[src/rtl/core/qdyn_pkg.sv]
`timescale 1ns / 1ps
// ----------------------------------------------------------------------------
// qdyn_pkg
// Shared widths, codes, micro-op table and CORDIC angle table of the
// quadrotor dynamics step.
// ----------------------------------------------------------------------------
package qdyn_pkg;

    localparam int FRAC_BITS_DEF = 16;
    localparam int ROTOR_W       = 20;
    localparam int DATA_W        = 32;
    localparam int PADDR_W       = 5;
    localparam int MEM_AW        = 5;
    localparam int MEM_DEPTH     = 32;
    localparam int NRES          = 12;
    localparam int OP_W          = 5;
    localparam int NOPS          = 21;
    localparam int SIN_W         = 34;
    localparam int CNT_W         = 5;
    localparam int CORDIC_STEPS  = 28;
    localparam int SHIFT_W       = 6;

    localparam logic [32:0] TWO_PI_Q30  = 33'd6746518852;
    localparam logic [32:0] PI_Q30      = 33'd3373259426;
    localparam logic [32:0] HALF_PI_Q30 = 33'd1686629713;
    localparam logic [32:0] GAIN_Q30    = 33'd652032874;

    // register indexes
    localparam logic [2:0] REG_LIFT = 3'd0;
    localparam logic [2:0] REG_DRAG = 3'd1;
    localparam logic [2:0] REG_INVM = 3'd2;
    localparam logic [2:0] REG_TSTEP = 3'd3;
    localparam logic [2:0] REG_SOM  = 3'd4;
    localparam logic [2:0] REG_SIR  = 3'd5;
    localparam logic [2:0] REG_SIP  = 3'd6;
    localparam logic [2:0] REG_SIY  = 3'd7;

    // operand A sources
    localparam logic [2:0] A_MEM  = 3'd0;
    localparam logic [2:0] A_SINE = 3'd1;
    localparam logic [2:0] A_RSUM = 3'd2;
    localparam logic [2:0] A_RL   = 3'd3;
    localparam logic [2:0] A_RM   = 3'd4;
    localparam logic [2:0] A_RN   = 3'd5;

    // coefficient selects
    localparam logic [3:0] K_GRAV = 4'd0;
    localparam logic [3:0] K_LIFT = 4'd1;
    localparam logic [3:0] K_DRAG = 4'd2;
    localparam logic [3:0] K_INVM = 4'd3;
    localparam logic [3:0] K_T    = 4'd4;
    localparam logic [3:0] K_SOM  = 4'd5;
    localparam logic [3:0] K_SIR  = 4'd6;
    localparam logic [3:0] K_SIP  = 4'd7;
    localparam logic [3:0] K_SIY  = 4'd8;

    // shift selects
    localparam logic [1:0] S_Q30  = 2'd0;
    localparam logic [1:0] S_CS   = 2'd1;
    localparam logic [1:0] S_FRAC = 2'd2;
    localparam logic [1:0] S_32   = 2'd3;

    // addend sources
    localparam logic [1:0] ADD_ZERO = 2'd0;
    localparam logic [1:0] ADD_GRAV = 2'd1;
    localparam logic [1:0] ADD_MEM  = 2'd2;

    // memory entries
    localparam logic [4:0] E_VU    = 5'd0;
    localparam logic [4:0] E_VV    = 5'd1;
    localparam logic [4:0] E_VW    = 5'd2;
    localparam logic [4:0] E_P     = 5'd3;
    localparam logic [4:0] E_Q     = 5'd4;
    localparam logic [4:0] E_R     = 5'd5;
    localparam logic [4:0] E_PX    = 5'd6;
    localparam logic [4:0] E_PY    = 5'd7;
    localparam logic [4:0] E_PZ    = 5'd8;
    localparam logic [4:0] E_PHI   = 5'd9;
    localparam logic [4:0] E_THETA = 5'd10;
    localparam logic [4:0] E_PSI   = 5'd11;
    localparam logic [4:0] E_FX    = 5'd12;
    localparam logic [4:0] E_FY    = 5'd13;
    localparam logic [4:0] E_FZ    = 5'd14;
    localparam logic [4:0] E_TL    = 5'd15;
    localparam logic [4:0] E_TM    = 5'd16;
    localparam logic [4:0] E_TN    = 5'd17;
    localparam logic [4:0] E_AX    = 5'd18;
    localparam logic [4:0] E_AY    = 5'd19;
    localparam logic [4:0] E_AZ    = 5'd20;

    // result slots
    localparam logic [3:0] SL_AX    = 4'd0;
    localparam logic [3:0] SL_AY    = 4'd1;
    localparam logic [3:0] SL_AZ    = 4'd2;
    localparam logic [3:0] SL_P     = 4'd3;
    localparam logic [3:0] SL_Q     = 4'd4;
    localparam logic [3:0] SL_R     = 4'd5;
    localparam logic [3:0] SL_PX    = 4'd6;
    localparam logic [3:0] SL_PY    = 4'd7;
    localparam logic [3:0] SL_PZ    = 4'd8;
    localparam logic [3:0] SL_PHI   = 4'd9;
    localparam logic [3:0] SL_THETA = 4'd10;
    localparam logic [3:0] SL_PSI   = 4'd11;
    localparam logic [3:0] SL_NONE  = 4'd15;

    typedef struct packed {
        logic [2:0]        a_src;
        logic [MEM_AW-1:0] a_ent;
        logic [3:0]        k_sel;
        logic [1:0]        s_sel;
        logic [1:0]        add_src;
        logic [MEM_AW-1:0] add_ent;
        logic              neg;
        logic [MEM_AW-1:0] dst;
        logic [3:0]        slot;
    } t_op;

    typedef struct packed {
        logic               start;
        logic [SIN_W-1:0]   opa;
        logic [DATA_W-1:0]  coef;
        logic [SHIFT_W-1:0] shift;
        logic [DATA_W-1:0]  addend;
        logic               neg;
    } t_mac_req;

    function automatic t_op mk_op(
        input logic [2:0] a_src, input logic [MEM_AW-1:0] a_ent,
        input logic [3:0] k_sel, input logic [1:0] s_sel,
        input logic [1:0] add_src, input logic [MEM_AW-1:0] add_ent,
        input logic neg, input logic [MEM_AW-1:0] dst, input logic [3:0] slot);
        t_op o;
        o.a_src   = a_src;
        o.a_ent   = a_ent;
        o.k_sel   = k_sel;
        o.s_sel   = s_sel;
        o.add_src = add_src;
        o.add_ent = add_ent;
        o.neg     = neg;
        o.dst     = dst;
        o.slot    = slot;
        return o;
    endfunction

    function automatic t_op op_desc(input logic [OP_W-1:0] idx);
        t_op o;
        case (idx)
            5'd0:  o = mk_op(A_SINE, E_THETA, K_GRAV, S_Q30, ADD_ZERO, E_FX, 1'b1, E_FX, SL_NONE);
            5'd1:  o = mk_op(A_SINE, E_PHI, K_GRAV, S_Q30, ADD_ZERO, E_FY, 1'b0, E_FY, SL_NONE);
            5'd2:  o = mk_op(A_RSUM, E_FZ, K_LIFT, S_CS, ADD_GRAV, E_FZ, 1'b1, E_FZ, SL_NONE);
            5'd3:  o = mk_op(A_MEM, E_FX, K_INVM, S_FRAC, ADD_ZERO, E_AX, 1'b0, E_AX, SL_AX);
            5'd4:  o = mk_op(A_MEM, E_FY, K_INVM, S_FRAC, ADD_ZERO, E_AY, 1'b0, E_AY, SL_AY);
            5'd5:  o = mk_op(A_MEM, E_FZ, K_INVM, S_FRAC, ADD_ZERO, E_AZ, 1'b0, E_AZ, SL_AZ);
            5'd6:  o = mk_op(A_RL, E_TL, K_LIFT, S_CS, ADD_ZERO, E_TL, 1'b0, E_TL, SL_NONE);
            5'd7:  o = mk_op(A_RM, E_TM, K_LIFT, S_CS, ADD_ZERO, E_TM, 1'b0, E_TM, SL_NONE);
            5'd8:  o = mk_op(A_RN, E_TN, K_DRAG, S_CS, ADD_ZERO, E_TN, 1'b0, E_TN, SL_NONE);
            5'd9:  o = mk_op(A_MEM, E_FX, K_SOM, S_FRAC, ADD_MEM, E_VU, 1'b0, E_VU, SL_NONE);
            5'd10: o = mk_op(A_MEM, E_FY, K_SOM, S_FRAC, ADD_MEM, E_VV, 1'b0, E_VV, SL_NONE);
            5'd11: o = mk_op(A_MEM, E_FZ, K_SOM, S_FRAC, ADD_MEM, E_VW, 1'b0, E_VW, SL_NONE);
            5'd12: o = mk_op(A_MEM, E_TL, K_SIR, S_FRAC, ADD_MEM, E_P, 1'b0, E_P, SL_P);
            5'd13: o = mk_op(A_MEM, E_TM, K_SIP, S_FRAC, ADD_MEM, E_Q, 1'b0, E_Q, SL_Q);
            5'd14: o = mk_op(A_MEM, E_TN, K_SIY, S_FRAC, ADD_MEM, E_R, 1'b0, E_R, SL_R);
            5'd15: o = mk_op(A_MEM, E_VU, K_T, S_32, ADD_MEM, E_PX, 1'b0, E_PX, SL_PX);
            5'd16: o = mk_op(A_MEM, E_VV, K_T, S_32, ADD_MEM, E_PY, 1'b0, E_PY, SL_PY);
            5'd17: o = mk_op(A_MEM, E_VW, K_T, S_32, ADD_MEM, E_PZ, 1'b0, E_PZ, SL_PZ);
            5'd18: o = mk_op(A_MEM, E_P, K_T, S_32, ADD_MEM, E_PHI, 1'b0, E_PHI, SL_PHI);
            5'd19: o = mk_op(A_MEM, E_Q, K_T, S_32, ADD_MEM, E_THETA, 1'b0, E_THETA, SL_THETA);
            5'd20: o = mk_op(A_MEM, E_R, K_T, S_32, ADD_MEM, E_PSI, 1'b0, E_PSI, SL_PSI);
            default: o = mk_op(A_MEM, E_VU, K_GRAV, S_Q30, ADD_ZERO, E_AX, 1'b0, E_AX,
                               SL_NONE);
        endcase
        return o;
    endfunction

    function automatic logic [SIN_W-1:0] atan_q30(input logic [CNT_W-1:0] i);
        logic [SIN_W-1:0] v;
        case (i)
            5'd0:  v = 34'h03243F6A8;
            5'd1:  v = 34'h01DAC6705;
            5'd2:  v = 34'h00FADBAFC;
            5'd3:  v = 34'h007F56EA6;
            5'd4:  v = 34'h003FEAB76;
            5'd5:  v = 34'h001FFD55B;
            5'd6:  v = 34'h000FFFAAA;
            5'd7:  v = 34'h0007FFF55;
            5'd8:  v = 34'h0003FFFEA;
            5'd9:  v = 34'h0001FFFFD;
            5'd10: v = 34'h0000FFFFF;
            5'd11: v = 34'h00007FFFF;
            5'd12: v = 34'h00003FFFF;
            5'd13: v = 34'h00001FFFF;
            5'd14: v = 34'h00000FFFF;
            5'd15: v = 34'h000007FFF;
            5'd16: v = 34'h000003FFF;
            5'd17: v = 34'h000001FFF;
            5'd18: v = 34'h000000FFF;
            5'd19: v = 34'h0000007FF;
            5'd20: v = 34'h0000003FF;
            5'd21: v = 34'h0000001FF;
            5'd22: v = 34'h0000000FF;
            5'd23: v = 34'h00000007F;
            5'd24: v = 34'h00000003F;
            5'd25: v = 34'h00000001F;
            5'd26: v = 34'h00000000F;
            5'd27: v = 34'h000000007;
            default: v = '0;
        endcase
        return v;
    endfunction

endpackage

[src/rtl/core/qdyn_mac.sv]
`timescale 1ns / 1ps
// ----------------------------------------------------------------------------
// qdyn_mac
// Three-stage multiply, round half away from zero, shift, add, saturate.
// ----------------------------------------------------------------------------
module qdyn_mac (
    input  logic                          i_clk,
    input  logic                          i_rst_n,
    input  qdyn_pkg::t_mac_req            i_req,
    output logic                          o_done,
    output logic [qdyn_pkg::DATA_W-1:0]   o_result
);
    localparam int SHW = qdyn_pkg::SHIFT_W;

    logic              r_v1, r_v2, r_v3;
    logic [63:0]       r_p1;
    logic              r_n1, r_n2;
    logic [SHW-1:0]    r_sh1;
    logic [31:0]       r_add1, r_add2;
    logic [64:0]       r_r2;
    logic [31:0]       r_res;

    logic [qdyn_pkg::SIN_W-1:0] mag;
    logic [64:0]                rnd;
    logic signed [66:0]         m67, val, sum;

    always_comb begin
        mag = i_req.opa[qdyn_pkg::SIN_W-1] ? (~i_req.opa + 1'b1) : i_req.opa;
        rnd = ({1'b0, r_p1} + (65'd1 << (r_sh1 - 1'b1))) >> r_sh1;
        m67 = $signed({2'b00, r_r2});
        val = r_n2 ? -m67 : m67;
        sum = $signed({{35{r_add2[31]}}, r_add2}) + val;
    end

    always_ff @(posedge i_clk) begin
        if (!i_rst_n) begin
            r_v1 <= 1'b0;
            r_v2 <= 1'b0;
            r_v3 <= 1'b0;
        end else begin
            r_v1 <= i_req.start;
            r_v2 <= r_v1;
            r_v3 <= r_v2;
        end
    end

    always_ff @(posedge i_clk) begin
        r_p1   <= mag[31:0] * i_req.coef;
        r_n1   <= i_req.opa[qdyn_pkg::SIN_W-1] ^ i_req.neg;
        r_sh1  <= i_req.shift;
        r_add1 <= i_req.addend;
        r_r2   <= rnd;
        r_n2   <= r_n1;
        r_add2 <= r_add1;
        if (sum > 67'sd2147483647) begin
            r_res <= 32'h7FFF_FFFF;
        end else if (sum < -67'sd2147483648) begin
            r_res <= 32'h8000_0000;
        end else begin
            r_res <= sum[31:0];
        end
    end

    assign o_done   = r_v3;
    assign o_result = r_res;

endmodule

[config.mk]
export PLATFORM = sky130hd
export DESIGN_NAME = qdyn_mac
export DESIGN_NICKNAME = d
export VERILOG_FILES = /design/src/rtl/core/qdyn_pkg.sv /design/src/rtl/core/qdyn_mac.sv
export SDC_FILE = /design/constraint.sdc
export NUM_CORES = 2
export LEC_CHECK = 0
export BUFFER_PORTS_ARGS = -buffer_cell sky130_fd_sc_hd__clkbuf_2
export CELL_PAD_IN_SITES_DETAIL_PLACEMENT = 0
export CELL_PAD_IN_SITES_GLOBAL_PLACEMENT = 1
export CORE_MARGIN = 2
export CORE_UTILIZATION = 45
export DETAILED_ROUTE_END_ITERATION = 12
export PLACE_DENSITY_LB_ADDON = 0.1
export SLEW_MARGIN = 25
export SYNTH_ARGS = -nofsm -noshare
export SYNTH_HDL_FRONTEND = slang
export SYNTH_SLANG_ARGS = --single-unit
export TNS_END_PERCENT = 1
[constraint.sdc]
create_clock -name i_clk -period 20.1 [get_ports i_clk]
set_input_delay 2.01 -clock i_clk [delete_from_list [all_inputs] [get_ports i_clk]]
set_output_delay 2.01 -clock i_clk [all_outputs]
set_load 0.02 [all_outputs]
==> out/metrics.cfg <==
[sta]
drv_slew=0
slew_headroom_pct=23.6
timing.hold.ws_ns=0.325
min_period_over_period_pct=63.5
period_needed_ns=12.76
finalSetupTns_ns=0
fmax_mhz=78.4
fin_skew_ns=0.0317
worst_pin_slew_ns=1.14
rsz0062_at_grt=false
setup_viol=0
hold_violations=0

[synth]
avgSynthCellArea_um2=8.40
synth_flop_cell=dfxtp_1
synth_compound_area_share_pct=14.5
synth-seq-cells=236
yosys_warnings=0
synth_top_family_by_area=adder cells
netlist_instances=6544
syn_nets=7945
synthAdderAreaFrac_pct=41.7
synth_xor_area_share_pct=3.93
async_reset_ff_share_pct=0
ys_seq_area_share_pct=8.60
synthSimpleGateAreaFrac_pct=20.0
synthMuxAreaShare_pct=2.29
synth_edf_count=0
syn_area_um2=54900
synthDistinctLibCells=99

[worst_setup_path]
r2r_start=r_sh1[3]
cp_data_arrival_time_ns=13.23
required_ns=20.57
worst_path_most_repeated_cell=fa_1
cp_slowest_cell=or4_1
critical_path.max_stage_delay_ns=0.64
path_max_fanout=32
worstSetupEndpointType=register
r2r_slack_ns=12.20
critical_path_class=in2reg
worstSetupStartpointType=primary input
r2r_cells=19
rr_endpoint=r_r2[25]

[cells_and_area]
nFillCells=12000
regArea_um2=4730
multiInputGateArea_um2=45600
syn_to_final_growth_pct=5.15
drive_above_1_share_pct=5.83
fin_util_pct=47.5
nets=7794

[hold_path]
whs_path_depth=0
hold_path.class=reg2reg
min_to=r_add2[23]
holdCritStartpoint=r_add1[23]

[clock_network]
insertion_delay_ns=0.61
clockBufferDepth=3
cts_post_setup_buffers_inserted=0
cts_buffers=26
ctsHoldBuffers=0
cts_resized=0
root_buffer=clkbuf_16
cts_tree=yes
h-tree-depth=1
cts_sinks=236
cts.clk_slew.worst_paths_ns=0.06

[global_route]
grt_pass1_wl_um=291000
gr-usage-met2_pct=48.6
gr-usage-met3_pct=3.41
grtUsageMet1_pct=41.8
grt-ovfl-total=0
grt_use_total_pct=29.9
antenna_found_initial=9
grt_pass1_vias=48100
grt_max_degree=68
busiest_layer=met2

[floorplanning]
die_height_um=353
pin_count=141
placementRows=128
start_util_pct=45.2
die_area_um2=125000
die_w_um=353
core-area_um2=122000

[routing]
firstDrtPassIters=8
antenna_left=0
wl_per_cell_um=23.2
drt-initial-drc-count=3709
drc=0
routed_wl_um=187000
vias_per_cell=5.84
num_vias=46900

[place]
portBuffers=139
gp_congestion=0.976
hpwl_um=146000

[outcome]
run_status=finished clean

[job]
max_cap_violations=0

-- state kept, by name (all words and copies together), names as in the netlist --
register  count
r_n1          1
r_sh1         6
r_v1          1
o_result     32
o_done        1
r_r2         65
r_add1       32
r_p1         64
r_n2          1
r_add2       32
r_v2          1
-- critical path: cells and delay by family --
kind,cells,cell delay (ns)
and+or+nand+nor,7,2.70
AOI/OAI and AO/OA,10,3.19
adders and majority gates,9,4.27
xor gates and xnor gates,2,0.32
buffers and inverters,4,0.71
-- Yosys cell counts (35+ instances only) --
master	number	area (um^2)
inv_1	906	3400
fa_1	898	18000
nand2_1	719	2700
and2_1	630	3940
ha_1	395	4940
clkbuf_1	341	1280
nor2_1	281	1050
a21oi_1	274	1370
o21ai_0	251	1260
dfxtp_1	236	4720
xnor2_1	178	1560
nor3_1	121	606
a21o_1	101	758
nand4_1	88	551
mux2i_1	75	751
nand3_1	70	350
xor2_1	67	587
a211oi_1	57	428
o31ai_1	55	413
o21a_1	54	405
and3_1	45	282
or3_1	44	275
o211ai_1	40	300
a31oi_1	38	238
nand2b_1	37	231
o22ai_1	35	219
-- layout make-up --
type                    instances  share of cell area [%]
repair buffers                205                    2.06
diodes                          3                  0.0130
flip-flops and latches        236                    8.19
clock inverters                13                   0.182
clock buffers                  34                    1.25
well taps                    1625                    3.52
multi-input cells            5014                    78.9
inverters                     910                    5.91
-- layout by cell type (no fill, tap or decap), drive strengths merged, types with 70 or more instances in the layout --
cell type,n
nor2,282
dfxtp,236
o21ai,267
xnor2,179
inv,912
nand3,70
and2,631
nand2,719
mux2i,75
a21oi,274
nand4,90
nor3,123
clkbuf,173
ha,395
a21o,101
fa,898
-- kinds of logic after synthesis --
logic type / Yosys count
buffers and inverters: 1294
AOI/OAI and AO/OA: 1196
and+or+nand+nor: 2171
DFF: 236
adders and majority gates: 1293
muxes: 108
xor gates and xnor gates: 246
-- layer usage --
metal / share of wire [%] / vias up / wire length, um
met2: 46 / 1702 / 85500
met5: 0.037 / - / 69
li1: - / 21200 / -
met1: 44 / 23700 / 82000
met4: 3.7 / 10 / 7000
met3: 6.6 / 327 / 12300
-- how the worst max path moves through the flow --
stage / slack, ns / end / start
after floorplan: 8.42 / r_p1[62] / i_req[79]
after global placement: 6.74 / r_p1[62] / i_req[73]
after detailed placement: 6.73 / r_p1[62] / i_req[73]
after CTS: 7.36 / r_p1[62] / i_req[73]
after global routing: 6.79 / r_p1[62] / i_req[73]
final: 7.34 / r_p1[62] / i_req[73]
-- metrics by stage --
stage          std cells  setup slack (ns)  instance area, um^2
2_1_floorplan       6544              8.42                54900
3_3_place_gp        7990              6.74                56900
3_5_place_dp        7990              6.73                56900
4_1_cts             8037              7.36                57700
5_1_grt             8039              6.79                57800
6_report            8040              7.34                57800
Power is left out: the tool's default activity adds up to more than one toggle a clock period on the data nets, which glitch-free logic cannot reach.
