===== src/rtl/core/qdyn_pkg.sv =====
`timescale 1ns / 1ps
// ----------------------------------------------------------------------------
// qdyn_pkg
// Shared widths, codes, micro-op table and CORDIC angle table of the
// quadrotor dynamics step.
// ----------------------------------------------------------------------------
package qdyn_pkg;

    localparam int FRAC_BITS_DEF = 16;
    localparam int ROTOR_W       = 20;
    localparam int DATA_W        = 32;
    localparam int PADDR_W       = 5;
    localparam int MEM_AW        = 5;
    localparam int MEM_DEPTH     = 32;
    localparam int NRES          = 12;
    localparam int OP_W          = 5;
    localparam int NOPS          = 21;
    localparam int SIN_W         = 34;
    localparam int CNT_W         = 5;
    localparam int CORDIC_STEPS  = 28;
    localparam int SHIFT_W       = 6;

    localparam logic [32:0] TWO_PI_Q30  = 33'd6746518852;
    localparam logic [32:0] PI_Q30      = 33'd3373259426;
    localparam logic [32:0] HALF_PI_Q30 = 33'd1686629713;
    localparam logic [32:0] GAIN_Q30    = 33'd652032874;

    // register indexes
    localparam logic [2:0] REG_LIFT = 3'd0;
    localparam logic [2:0] REG_DRAG = 3'd1;
    localparam logic [2:0] REG_INVM = 3'd2;
    localparam logic [2:0] REG_TSTEP = 3'd3;
    localparam logic [2:0] REG_SOM  = 3'd4;
    localparam logic [2:0] REG_SIR  = 3'd5;
    localparam logic [2:0] REG_SIP  = 3'd6;
    localparam logic [2:0] REG_SIY  = 3'd7;

    // operand A sources
    localparam logic [2:0] A_MEM  = 3'd0;
    localparam logic [2:0] A_SINE = 3'd1;
    localparam logic [2:0] A_RSUM = 3'd2;
    localparam logic [2:0] A_RL   = 3'd3;
    localparam logic [2:0] A_RM   = 3'd4;
    localparam logic [2:0] A_RN   = 3'd5;

    // coefficient selects
    localparam logic [3:0] K_GRAV = 4'd0;
    localparam logic [3:0] K_LIFT = 4'd1;
    localparam logic [3:0] K_DRAG = 4'd2;
    localparam logic [3:0] K_INVM = 4'd3;
    localparam logic [3:0] K_T    = 4'd4;
    localparam logic [3:0] K_SOM  = 4'd5;
    localparam logic [3:0] K_SIR  = 4'd6;
    localparam logic [3:0] K_SIP  = 4'd7;
    localparam logic [3:0] K_SIY  = 4'd8;

    // shift selects
    localparam logic [1:0] S_Q30  = 2'd0;
    localparam logic [1:0] S_CS   = 2'd1;
    localparam logic [1:0] S_FRAC = 2'd2;
    localparam logic [1:0] S_32   = 2'd3;

    // addend sources
    localparam logic [1:0] ADD_ZERO = 2'd0;
    localparam logic [1:0] ADD_GRAV = 2'd1;
    localparam logic [1:0] ADD_MEM  = 2'd2;

    // memory entries
    localparam logic [4:0] E_VU    = 5'd0;
    localparam logic [4:0] E_VV    = 5'd1;
    localparam logic [4:0] E_VW    = 5'd2;
    localparam logic [4:0] E_P     = 5'd3;
    localparam logic [4:0] E_Q     = 5'd4;
    localparam logic [4:0] E_R     = 5'd5;
    localparam logic [4:0] E_PX    = 5'd6;
    localparam logic [4:0] E_PY    = 5'd7;
    localparam logic [4:0] E_PZ    = 5'd8;
    localparam logic [4:0] E_PHI   = 5'd9;
    localparam logic [4:0] E_THETA = 5'd10;
    localparam logic [4:0] E_PSI   = 5'd11;
    localparam logic [4:0] E_FX    = 5'd12;
    localparam logic [4:0] E_FY    = 5'd13;
    localparam logic [4:0] E_FZ    = 5'd14;
    localparam logic [4:0] E_TL    = 5'd15;
    localparam logic [4:0] E_TM    = 5'd16;
    localparam logic [4:0] E_TN    = 5'd17;
    localparam logic [4:0] E_AX    = 5'd18;
    localparam logic [4:0] E_AY    = 5'd19;
    localparam logic [4:0] E_AZ    = 5'd20;

    // result slots
    localparam logic [3:0] SL_AX    = 4'd0;
    localparam logic [3:0] SL_AY    = 4'd1;
    localparam logic [3:0] SL_AZ    = 4'd2;
    localparam logic [3:0] SL_P     = 4'd3;
    localparam logic [3:0] SL_Q     = 4'd4;
    localparam logic [3:0] SL_R     = 4'd5;
    localparam logic [3:0] SL_PX    = 4'd6;
    localparam logic [3:0] SL_PY    = 4'd7;
    localparam logic [3:0] SL_PZ    = 4'd8;
    localparam logic [3:0] SL_PHI   = 4'd9;
    localparam logic [3:0] SL_THETA = 4'd10;
    localparam logic [3:0] SL_PSI   = 4'd11;
    localparam logic [3:0] SL_NONE  = 4'd15;

    typedef struct packed {
        logic [2:0]        a_src;
        logic [MEM_AW-1:0] a_ent;
        logic [3:0]        k_sel;
        logic [1:0]        s_sel;
        logic [1:0]        add_src;
        logic [MEM_AW-1:0] add_ent;
        logic              neg;
        logic [MEM_AW-1:0] dst;
        logic [3:0]        slot;
    } t_op;

    typedef struct packed {
        logic               start;
        logic [SIN_W-1:0]   opa;
        logic [DATA_W-1:0]  coef;
        logic [SHIFT_W-1:0] shift;
        logic [DATA_W-1:0]  addend;
        logic               neg;
    } t_mac_req;

    function automatic t_op mk_op(
        input logic [2:0] a_src, input logic [MEM_AW-1:0] a_ent,
        input logic [3:0] k_sel, input logic [1:0] s_sel,
        input logic [1:0] add_src, input logic [MEM_AW-1:0] add_ent,
        input logic neg, input logic [MEM_AW-1:0] dst, input logic [3:0] slot);
        t_op o;
        o.a_src   = a_src;
        o.a_ent   = a_ent;
        o.k_sel   = k_sel;
        o.s_sel   = s_sel;
        o.add_src = add_src;
        o.add_ent = add_ent;
        o.neg     = neg;
        o.dst     = dst;
        o.slot    = slot;
        return o;
    endfunction

    function automatic t_op op_desc(input logic [OP_W-1:0] idx);
        t_op o;
        case (idx)
            5'd0:  o = mk_op(A_SINE, E_THETA, K_GRAV, S_Q30, ADD_ZERO, E_FX, 1'b1, E_FX, SL_NONE);
            5'd1:  o = mk_op(A_SINE, E_PHI, K_GRAV, S_Q30, ADD_ZERO, E_FY, 1'b0, E_FY, SL_NONE);
            5'd2:  o = mk_op(A_RSUM, E_FZ, K_LIFT, S_CS, ADD_GRAV, E_FZ, 1'b1, E_FZ, SL_NONE);
            5'd3:  o = mk_op(A_MEM, E_FX, K_INVM, S_FRAC, ADD_ZERO, E_AX, 1'b0, E_AX, SL_AX);
            5'd4:  o = mk_op(A_MEM, E_FY, K_INVM, S_FRAC, ADD_ZERO, E_AY, 1'b0, E_AY, SL_AY);
            5'd5:  o = mk_op(A_MEM, E_FZ, K_INVM, S_FRAC, ADD_ZERO, E_AZ, 1'b0, E_AZ, SL_AZ);
            5'd6:  o = mk_op(A_RL, E_TL, K_LIFT, S_CS, ADD_ZERO, E_TL, 1'b0, E_TL, SL_NONE);
            5'd7:  o = mk_op(A_RM, E_TM, K_LIFT, S_CS, ADD_ZERO, E_TM, 1'b0, E_TM, SL_NONE);
            5'd8:  o = mk_op(A_RN, E_TN, K_DRAG, S_CS, ADD_ZERO, E_TN, 1'b0, E_TN, SL_NONE);
            5'd9:  o = mk_op(A_MEM, E_FX, K_SOM, S_FRAC, ADD_MEM, E_VU, 1'b0, E_VU, SL_NONE);
            5'd10: o = mk_op(A_MEM, E_FY, K_SOM, S_FRAC, ADD_MEM, E_VV, 1'b0, E_VV, SL_NONE);
            5'd11: o = mk_op(A_MEM, E_FZ, K_SOM, S_FRAC, ADD_MEM, E_VW, 1'b0, E_VW, SL_NONE);
            5'd12: o = mk_op(A_MEM, E_TL, K_SIR, S_FRAC, ADD_MEM, E_P, 1'b0, E_P, SL_P);
            5'd13: o = mk_op(A_MEM, E_TM, K_SIP, S_FRAC, ADD_MEM, E_Q, 1'b0, E_Q, SL_Q);
            5'd14: o = mk_op(A_MEM, E_TN, K_SIY, S_FRAC, ADD_MEM, E_R, 1'b0, E_R, SL_R);
            5'd15: o = mk_op(A_MEM, E_VU, K_T, S_32, ADD_MEM, E_PX, 1'b0, E_PX, SL_PX);
            5'd16: o = mk_op(A_MEM, E_VV, K_T, S_32, ADD_MEM, E_PY, 1'b0, E_PY, SL_PY);
            5'd17: o = mk_op(A_MEM, E_VW, K_T, S_32, ADD_MEM, E_PZ, 1'b0, E_PZ, SL_PZ);
            5'd18: o = mk_op(A_MEM, E_P, K_T, S_32, ADD_MEM, E_PHI, 1'b0, E_PHI, SL_PHI);
            5'd19: o = mk_op(A_MEM, E_Q, K_T, S_32, ADD_MEM, E_THETA, 1'b0, E_THETA, SL_THETA);
            5'd20: o = mk_op(A_MEM, E_R, K_T, S_32, ADD_MEM, E_PSI, 1'b0, E_PSI, SL_PSI);
            default: o = mk_op(A_MEM, E_VU, K_GRAV, S_Q30, ADD_ZERO, E_AX, 1'b0, E_AX,
                               SL_NONE);
        endcase
        return o;
    endfunction

    function automatic logic [SIN_W-1:0] atan_q30(input logic [CNT_W-1:0] i);
        logic [SIN_W-1:0] v;
        case (i)
            5'd0:  v = 34'h03243F6A8;
            5'd1:  v = 34'h01DAC6705;
            5'd2:  v = 34'h00FADBAFC;
            5'd3:  v = 34'h007F56EA6;
            5'd4:  v = 34'h003FEAB76;
            5'd5:  v = 34'h001FFD55B;
            5'd6:  v = 34'h000FFFAAA;
            5'd7:  v = 34'h0007FFF55;
            5'd8:  v = 34'h0003FFFEA;
            5'd9:  v = 34'h0001FFFFD;
            5'd10: v = 34'h0000FFFFF;
            5'd11: v = 34'h00007FFFF;
            5'd12: v = 34'h00003FFFF;
            5'd13: v = 34'h00001FFFF;
            5'd14: v = 34'h00000FFFF;
            5'd15: v = 34'h000007FFF;
            5'd16: v = 34'h000003FFF;
            5'd17: v = 34'h000001FFF;
            5'd18: v = 34'h000000FFF;
            5'd19: v = 34'h0000007FF;
            5'd20: v = 34'h0000003FF;
            5'd21: v = 34'h0000001FF;
            5'd22: v = 34'h0000000FF;
            5'd23: v = 34'h00000007F;
            5'd24: v = 34'h00000003F;
            5'd25: v = 34'h00000001F;
            5'd26: v = 34'h00000000F;
            5'd27: v = 34'h000000007;
            default: v = '0;
        endcase
        return v;
    endfunction

endpackage


===== src/rtl/core/qdyn_sine.sv =====
`timescale 1ns / 1ps
// ----------------------------------------------------------------------------
// qdyn_sine
// Serial sine: reduction modulo 2*pi by reciprocal multiply and one
// correcting subtract, fold to [-pi/2, pi/2], then 28 rotation-mode CORDIC
// iterations, one per cycle.
// ----------------------------------------------------------------------------
module qdyn_sine #(
    parameter int FRAC_BITS = qdyn_pkg::FRAC_BITS_DEF
) (
    input  logic                             i_clk,
    input  logic                             i_rst_n,
    input  logic                             i_start,
    input  logic [qdyn_pkg::DATA_W-1:0]      i_angle,
    output logic                             o_done,
    output logic [qdyn_pkg::SIN_W-1:0]       o_sine
);
    localparam int AW     = 62 - FRAC_BITS;
    localparam int QW     = 30 - FRAC_BITS;
    localparam int SW     = qdyn_pkg::SIN_W;
    localparam int CW     = qdyn_pkg::CNT_W;

    // floor(2^32 / (2*pi))
    localparam logic [29:0]   INV_TWO_PI = 30'd683565275;
    localparam logic [AW-1:0] TP_EXT     = AW'(qdyn_pkg::TWO_PI_Q30);

    localparam logic [2:0] SS_IDLE = 3'd0;
    localparam logic [2:0] SS_QUO  = 3'd1;
    localparam logic [2:0] SS_REM  = 3'd2;
    localparam logic [2:0] SS_CORR = 3'd3;
    localparam logic [2:0] SS_FIX  = 3'd4;
    localparam logic [2:0] SS_FOLD = 3'd5;
    localparam logic [2:0] SS_ROT  = 3'd6;
    localparam logic [2:0] SS_DONE = 3'd7;

    logic [2:0]           r_st;
    logic [CW-1:0]        r_cnt;
    logic                 r_neg;
    logic [AW-1:0]        r_mag;
    logic [QW-1:0]        r_q;
    logic signed [SW-1:0] r_x, r_y, r_z;

    logic signed [AW-1:0] ang_ext;
    logic [AW-1:0]        q_full, q_mul;
    logic [32:0]          rem, wrap;
    logic signed [SW-1:0] z_fix, sx, sy, atn;
    logic signed [SW-1:0] pi_s, half_s, twopi_s;

    assign pi_s    = $signed({1'b0, qdyn_pkg::PI_Q30});
    assign half_s  = $signed({1'b0, qdyn_pkg::HALF_PI_Q30});
    assign twopi_s = $signed({1'b0, qdyn_pkg::TWO_PI_Q30});

    always_comb begin
        ang_ext = $signed({{(AW-32){i_angle[31]}}, i_angle}) <<< (30 - FRAC_BITS);
        // quotient estimate is exact or one short
        q_full  = {{30{1'b0}}, r_mag[AW-1:30]} * {{(AW-30){1'b0}}, INV_TWO_PI};
        q_mul   = {{(AW-QW){1'b0}}, r_q} * TP_EXT;
        rem     = r_mag[32:0];
        wrap    = (r_neg && rem != 33'd0) ? qdyn_pkg::TWO_PI_Q30 - rem : rem;
        z_fix   = (wrap >= qdyn_pkg::PI_Q30) ? $signed({1'b0, wrap}) - twopi_s
                                             : $signed({1'b0, wrap});
        sx      = r_x >>> r_cnt;
        sy      = r_y >>> r_cnt;
        atn     = $signed(qdyn_pkg::atan_q30(r_cnt));
    end

    always_ff @(posedge i_clk) begin
        if (!i_rst_n) begin
            r_st  <= SS_IDLE;
            r_cnt <= '0;
        end else begin
            case (r_st)
                SS_IDLE: begin
                    if (i_start) begin
                        r_st <= SS_QUO;
                    end
                end
                SS_QUO:  r_st <= SS_REM;
                SS_REM:  r_st <= SS_CORR;
                SS_CORR: r_st <= SS_FIX;
                SS_FIX:  r_st <= SS_FOLD;
                SS_FOLD: begin
                    r_st  <= SS_ROT;
                    r_cnt <= '0;
                end
                SS_ROT: begin
                    if (r_cnt == CW'(qdyn_pkg::CORDIC_STEPS - 1)) begin
                        r_st <= SS_DONE;
                    end else begin
                        r_cnt <= r_cnt + 1'b1;
                    end
                end
                SS_DONE: r_st <= SS_IDLE;
                default: r_st <= SS_IDLE;
            endcase
        end
    end

    always_ff @(posedge i_clk) begin
        case (r_st)
            SS_IDLE: begin
                if (i_start) begin
                    r_neg <= i_angle[31];
                    r_mag <= i_angle[31] ? AW'(-ang_ext) : AW'(ang_ext);
                end
            end
            SS_QUO: r_q <= q_full[AW-1:32];
            SS_REM: r_mag <= r_mag - q_mul;
            SS_CORR: begin
                if (r_mag >= TP_EXT) begin
                    r_mag <= r_mag - TP_EXT;
                end
            end
            SS_FIX: r_z <= z_fix;
            SS_FOLD: begin
                if (r_z > half_s) begin
                    r_z <= pi_s - r_z;
                end else if (r_z < -half_s) begin
                    r_z <= -pi_s - r_z;
                end
                r_x <= $signed({1'b0, qdyn_pkg::GAIN_Q30});
                r_y <= '0;
            end
            SS_ROT: begin
                if (!r_z[SW-1]) begin
                    r_x <= r_x - sy;
                    r_y <= r_y + sx;
                    r_z <= r_z - atn;
                end else begin
                    r_x <= r_x + sy;
                    r_y <= r_y - sx;
                    r_z <= r_z + atn;
                end
            end
            default: ;
        endcase
    end

    assign o_done = (r_st == SS_DONE);
    assign o_sine = r_y;

endmodule


===== config.mk =====
export PLATFORM = sky130hd
export DESIGN_NAME = qdyn_sine
export DESIGN_NICKNAME = d
export VERILOG_FILES = /design/src/rtl/core/qdyn_pkg.sv /design/src/rtl/core/qdyn_sine.sv
export SDC_FILE = /design/constraint.sdc
export NUM_CORES = 2
export LEC_CHECK = 0
export BUFFER_PORTS_ARGS = -buffer_cell sky130_fd_sc_hd__buf_2
export CORE_ASPECT_RATIO = 0.9
export CORE_MARGIN = 2
export CORE_UTILIZATION = 30
export DETAILED_ROUTE_END_ITERATION = 10
export PLACE_DENSITY_LB_ADDON = 0.25
export SLEW_MARGIN = 20
export SYNTH_ARGS = -nofsm -noshare
export SYNTH_HDL_FRONTEND = slang
export SYNTH_SLANG_ARGS = --single-unit

===== constraint.sdc =====
create_clock -name i_clk -period 8.71 [get_ports i_clk]
set_input_delay 0 -clock i_clk [delete_from_list [all_inputs] [get_ports i_clk]]
set_output_delay 0 -clock i_clk [all_outputs]
set_load 0.05 [all_outputs]

==> impl_metrics.env <==
export IMPL_drv_slew=0
export IMPL_cts_max_path_buffers=2
export IMPL_std_cell_rows=125
export IMPL_grt_busiest_layer="met2"
export IMPL_async_flop_share_pct=0
export IMPL_final_nets=5328
export IMPL_path_common_cell="fa_1"
export IMPL_synth_distinct_cells=102
export IMPL_synth_adder_area_share_pct=31.8
export IMPL_syn_avg_cell_area_um2=8.85
export IMPL_maxCapViolations=0
export IMPL_synth_top_flop_cell="edfxtp_1"
export IMPL_crit_fanout=5
export IMPL_yosys_warnings=0
export IMPL_grt_util_met1_pct=27.0
export IMPL_clk_pin_slew_worst_paths_ps=100
export IMPL_grt_pass1_wl_um=191000
export IMPL_cts_tree="built"
export IMPL_start_kind="flop"
export IMPL_final_setup_viol_count=0
export IMPL_met3_usage_pct=2.76
export IMPL_drcViolationCount=0
export IMPL_syn_to_final_growth_pct=8.62
export IMPL_chipHeight_um=347
export IMPL_grt_usage_pct=18.2
export IMPL_yosys_register_bits=199
export IMPL_netlist_area_leader_share_pct=17.4
export IMPL_multiInputGateArea_mm2=0.0313
export IMPL_drt_pass1_iterations=6
export IMPL_synthCells=4440
export IMPL_period_minus_slack_ps=8240
export IMPL_synth_top_family_by_area="adder cells"
export IMPL_start_util_pct=30.3
export IMPL_synth_area_leaders="ha_1, fa_1, edfxtp_1, xnor2_1, inv_1"
export IMPL_hpwl_um=100000
export IMPL_drtIter0Drc=2913
export IMPL_cts_max_level=4
export IMPL_antenna_found_initial=4
export IMPL_hold_viol_final=0
export IMPL_via_per_inst=5.38
export IMPL_fin_worst_skew_ps=30.4
export IMPL_hp_class="primary input to flop"
export IMPL_yosys_area_top_type="ha_1"
export IMPL_register_area_mm2=0.00561
export IMPL_grt_max_degree=75
export IMPL_end_kind="flop"
export IMPL_n_fill_cell=13700
export IMPL_synth_most_common_cell="ha_1"
export IMPL_timing_hold_ws_ps=41.6
export IMPL_detail_route_antenna_nets=0
export IMPL_final_util_pct=32.9
export IMPL_post_dp_cell_area_mm2=0.0416
export IMPL_wl_per_cell_um=19.7
export IMPL_worst_slew_pin_slew_ps=1030
export IMPL_max_stage_delay_ps=550
export IMPL_max_slew_margin_pct=31.3
export IMPL_netlist_top_cells_count="ha_1, inv_1, a21oi_1, nor2_1"
export IMPL_slowest_stage="fa_1"
export IMPL_die_x_um=385
export IMPL_synth_mux_area_share_pct=6.45
export IMPL_clock_sinks=199
export IMPL_cts_root_buffer="clkbuf_16"
export IMPL_grt_ovfl_total=0
export IMPL_vias=33400
export IMPL_crit_required_ps=9020
export IMPL_critPathKind="flop to flop"
export IMPL_synth_xor_xnor_area_share_pct=8.94
export IMPL_insertion_delay_ps=550
export IMPL_drt_total_wl_um=122000
export IMPL_syn_nets=5304
export IMPL_use_met2_pct=27.9
export IMPL_stdcell_area_mm2=0.0427
export IMPL_arrival_ps=8550
export IMPL_min_period_over_period_pct=94.6
export IMPL_drive_above_1_share_pct=7.80
export IMPL_synth_seq_area_share_pct=14.2
export IMPL_numCtsBuffers=17
export IMPL_synth_simple_area_share_pct=13.3
export IMPL_die_area_mm2=0.134
export IMPL_grt_pass1_vias=32500
export IMPL_status="finished clean"
export IMPL_synth_compound_area_share_pct=18.8
export IMPL_synth_edf_count=161
export IMPL_syn_cell_area_mm2=0.0393
export IMPL_io_pins=70
export IMPL_clock_fmax_ghz=0.121
export IMPL_place_congestion=0.921
export IMPL_core_mm2=0.129
export IMPL_io_buffers=69
-- worst paths after layout --
check                                          start                    to  slack (ps)  cells past startpoint
worst max-delay path                r_q[3]$_DFFE_PP_   r_mag[42]$_DFFE_PP_         470                     33
worst min-delay path                     i_angle[16]   r_mag[30]$_DFFE_PP_          40                      4
worst max register to register      r_q[3]$_DFFE_PP_   r_mag[42]$_DFFE_PP_         470                     33
worst min register to register  r_st[1]$_SDFFE_PN0P_  r_st[1]$_SDFFE_PN0P_         510                      2
-- layout make-up --
class / count / area share, %
Multi-Input combinational cell: 3583 / 73.4
Sequential cell: 199 / 13.1
Tap cell: 1714 / 5.03
Inverter: 506 / 4.46
Timing Repair Buffer: 157 / 2.49
Clock buffer: 17 / 0.997
Clock inverter: 15 / 0.513
Antenna cell: 3 / 0.0176
-- placed cells by master, fill, tap and decap left out, types with 37 or more instances in the layout --
master / instances
edfxtp_1: 161
nor3_1: 76
o21a_1: 41
nor2_1: 301
ha_1: 545
xnor2_1: 236
fa_1: 283
nand2_1: 282
o21ai_0: 205
a211oi_1: 37
nor2b_1: 51
mux4_2: 84
a31oi_1: 45
nand4_1: 38
buf_2: 69
nand3_1: 78
xor2_1: 161
buf_4: 69
a21o_1: 113
inv_1: 502
nand2b_1: 50
and2_1: 43
a21oi_1: 338
-- what timing repair did --
| action | CTS | global route |
|---|---|---|
| setup buffers | 0 | 12 |
| setup endpoints to repair | 0 | 10 |
| hold buffers | 18 | 0 |
| endpoints found under the hold margin | 22 | 0 |
| gates resized for setup | 0 | 21 |
-- layer usage --
metal  vias up  part of all wire [%]  routed length, um
met2       954                    44              53600
met4         0                   1.6               1990
met3       106                   6.1               7480
met5         -                     0                  0
li1      15900                     -                  -
met1     16400                    48              58900
-- through the flow --
step / instances / TNS [ps] / setup slack, ps
2_1_floorplan: 4440 / 0 / 1030
3_3_place_gp: 6129 / 0 / 227
3_5_place_dp: 6129 / 0 / 147
4_1_cts: 6179 / 0 / 107
5_1_grt: 6191 / -64.8 / -22.8
6_report: 6194 / 0 / 466
-- sequential cells by signal (all words and copies together), names as in the netlist --
name,cells
r_z,34
r_st,3
r_cnt,5
r_mag,44
r_neg,1
atn,30
r_x,34
o_sine,34
r_q,14
-- logic make-up after synthesis --
group	after synthesis
DFF	199
and+or+nand+nor	1076
adders and majority gates	829
muxes	138
xor gates and xnor gates	399
AOI/OAI and AO/OA	1141
buffers and inverters	658
-- worst max-delay path, delay by kind of cell, from the launching register on --
kind / cells / cell delay, ps
buffers and inverters: 5 / 440
DFF: 1 / 540
and+or+nand+nor: 7 / 990
xor gates and xnor gates: 2 / 260
adders and majority gates: 8 / 3780
AOI/OAI and AO/OA: 11 / 2000
Power is not shown: default switching activity piles up to over one toggle a cycle in this logic, so the estimate is an artifact.
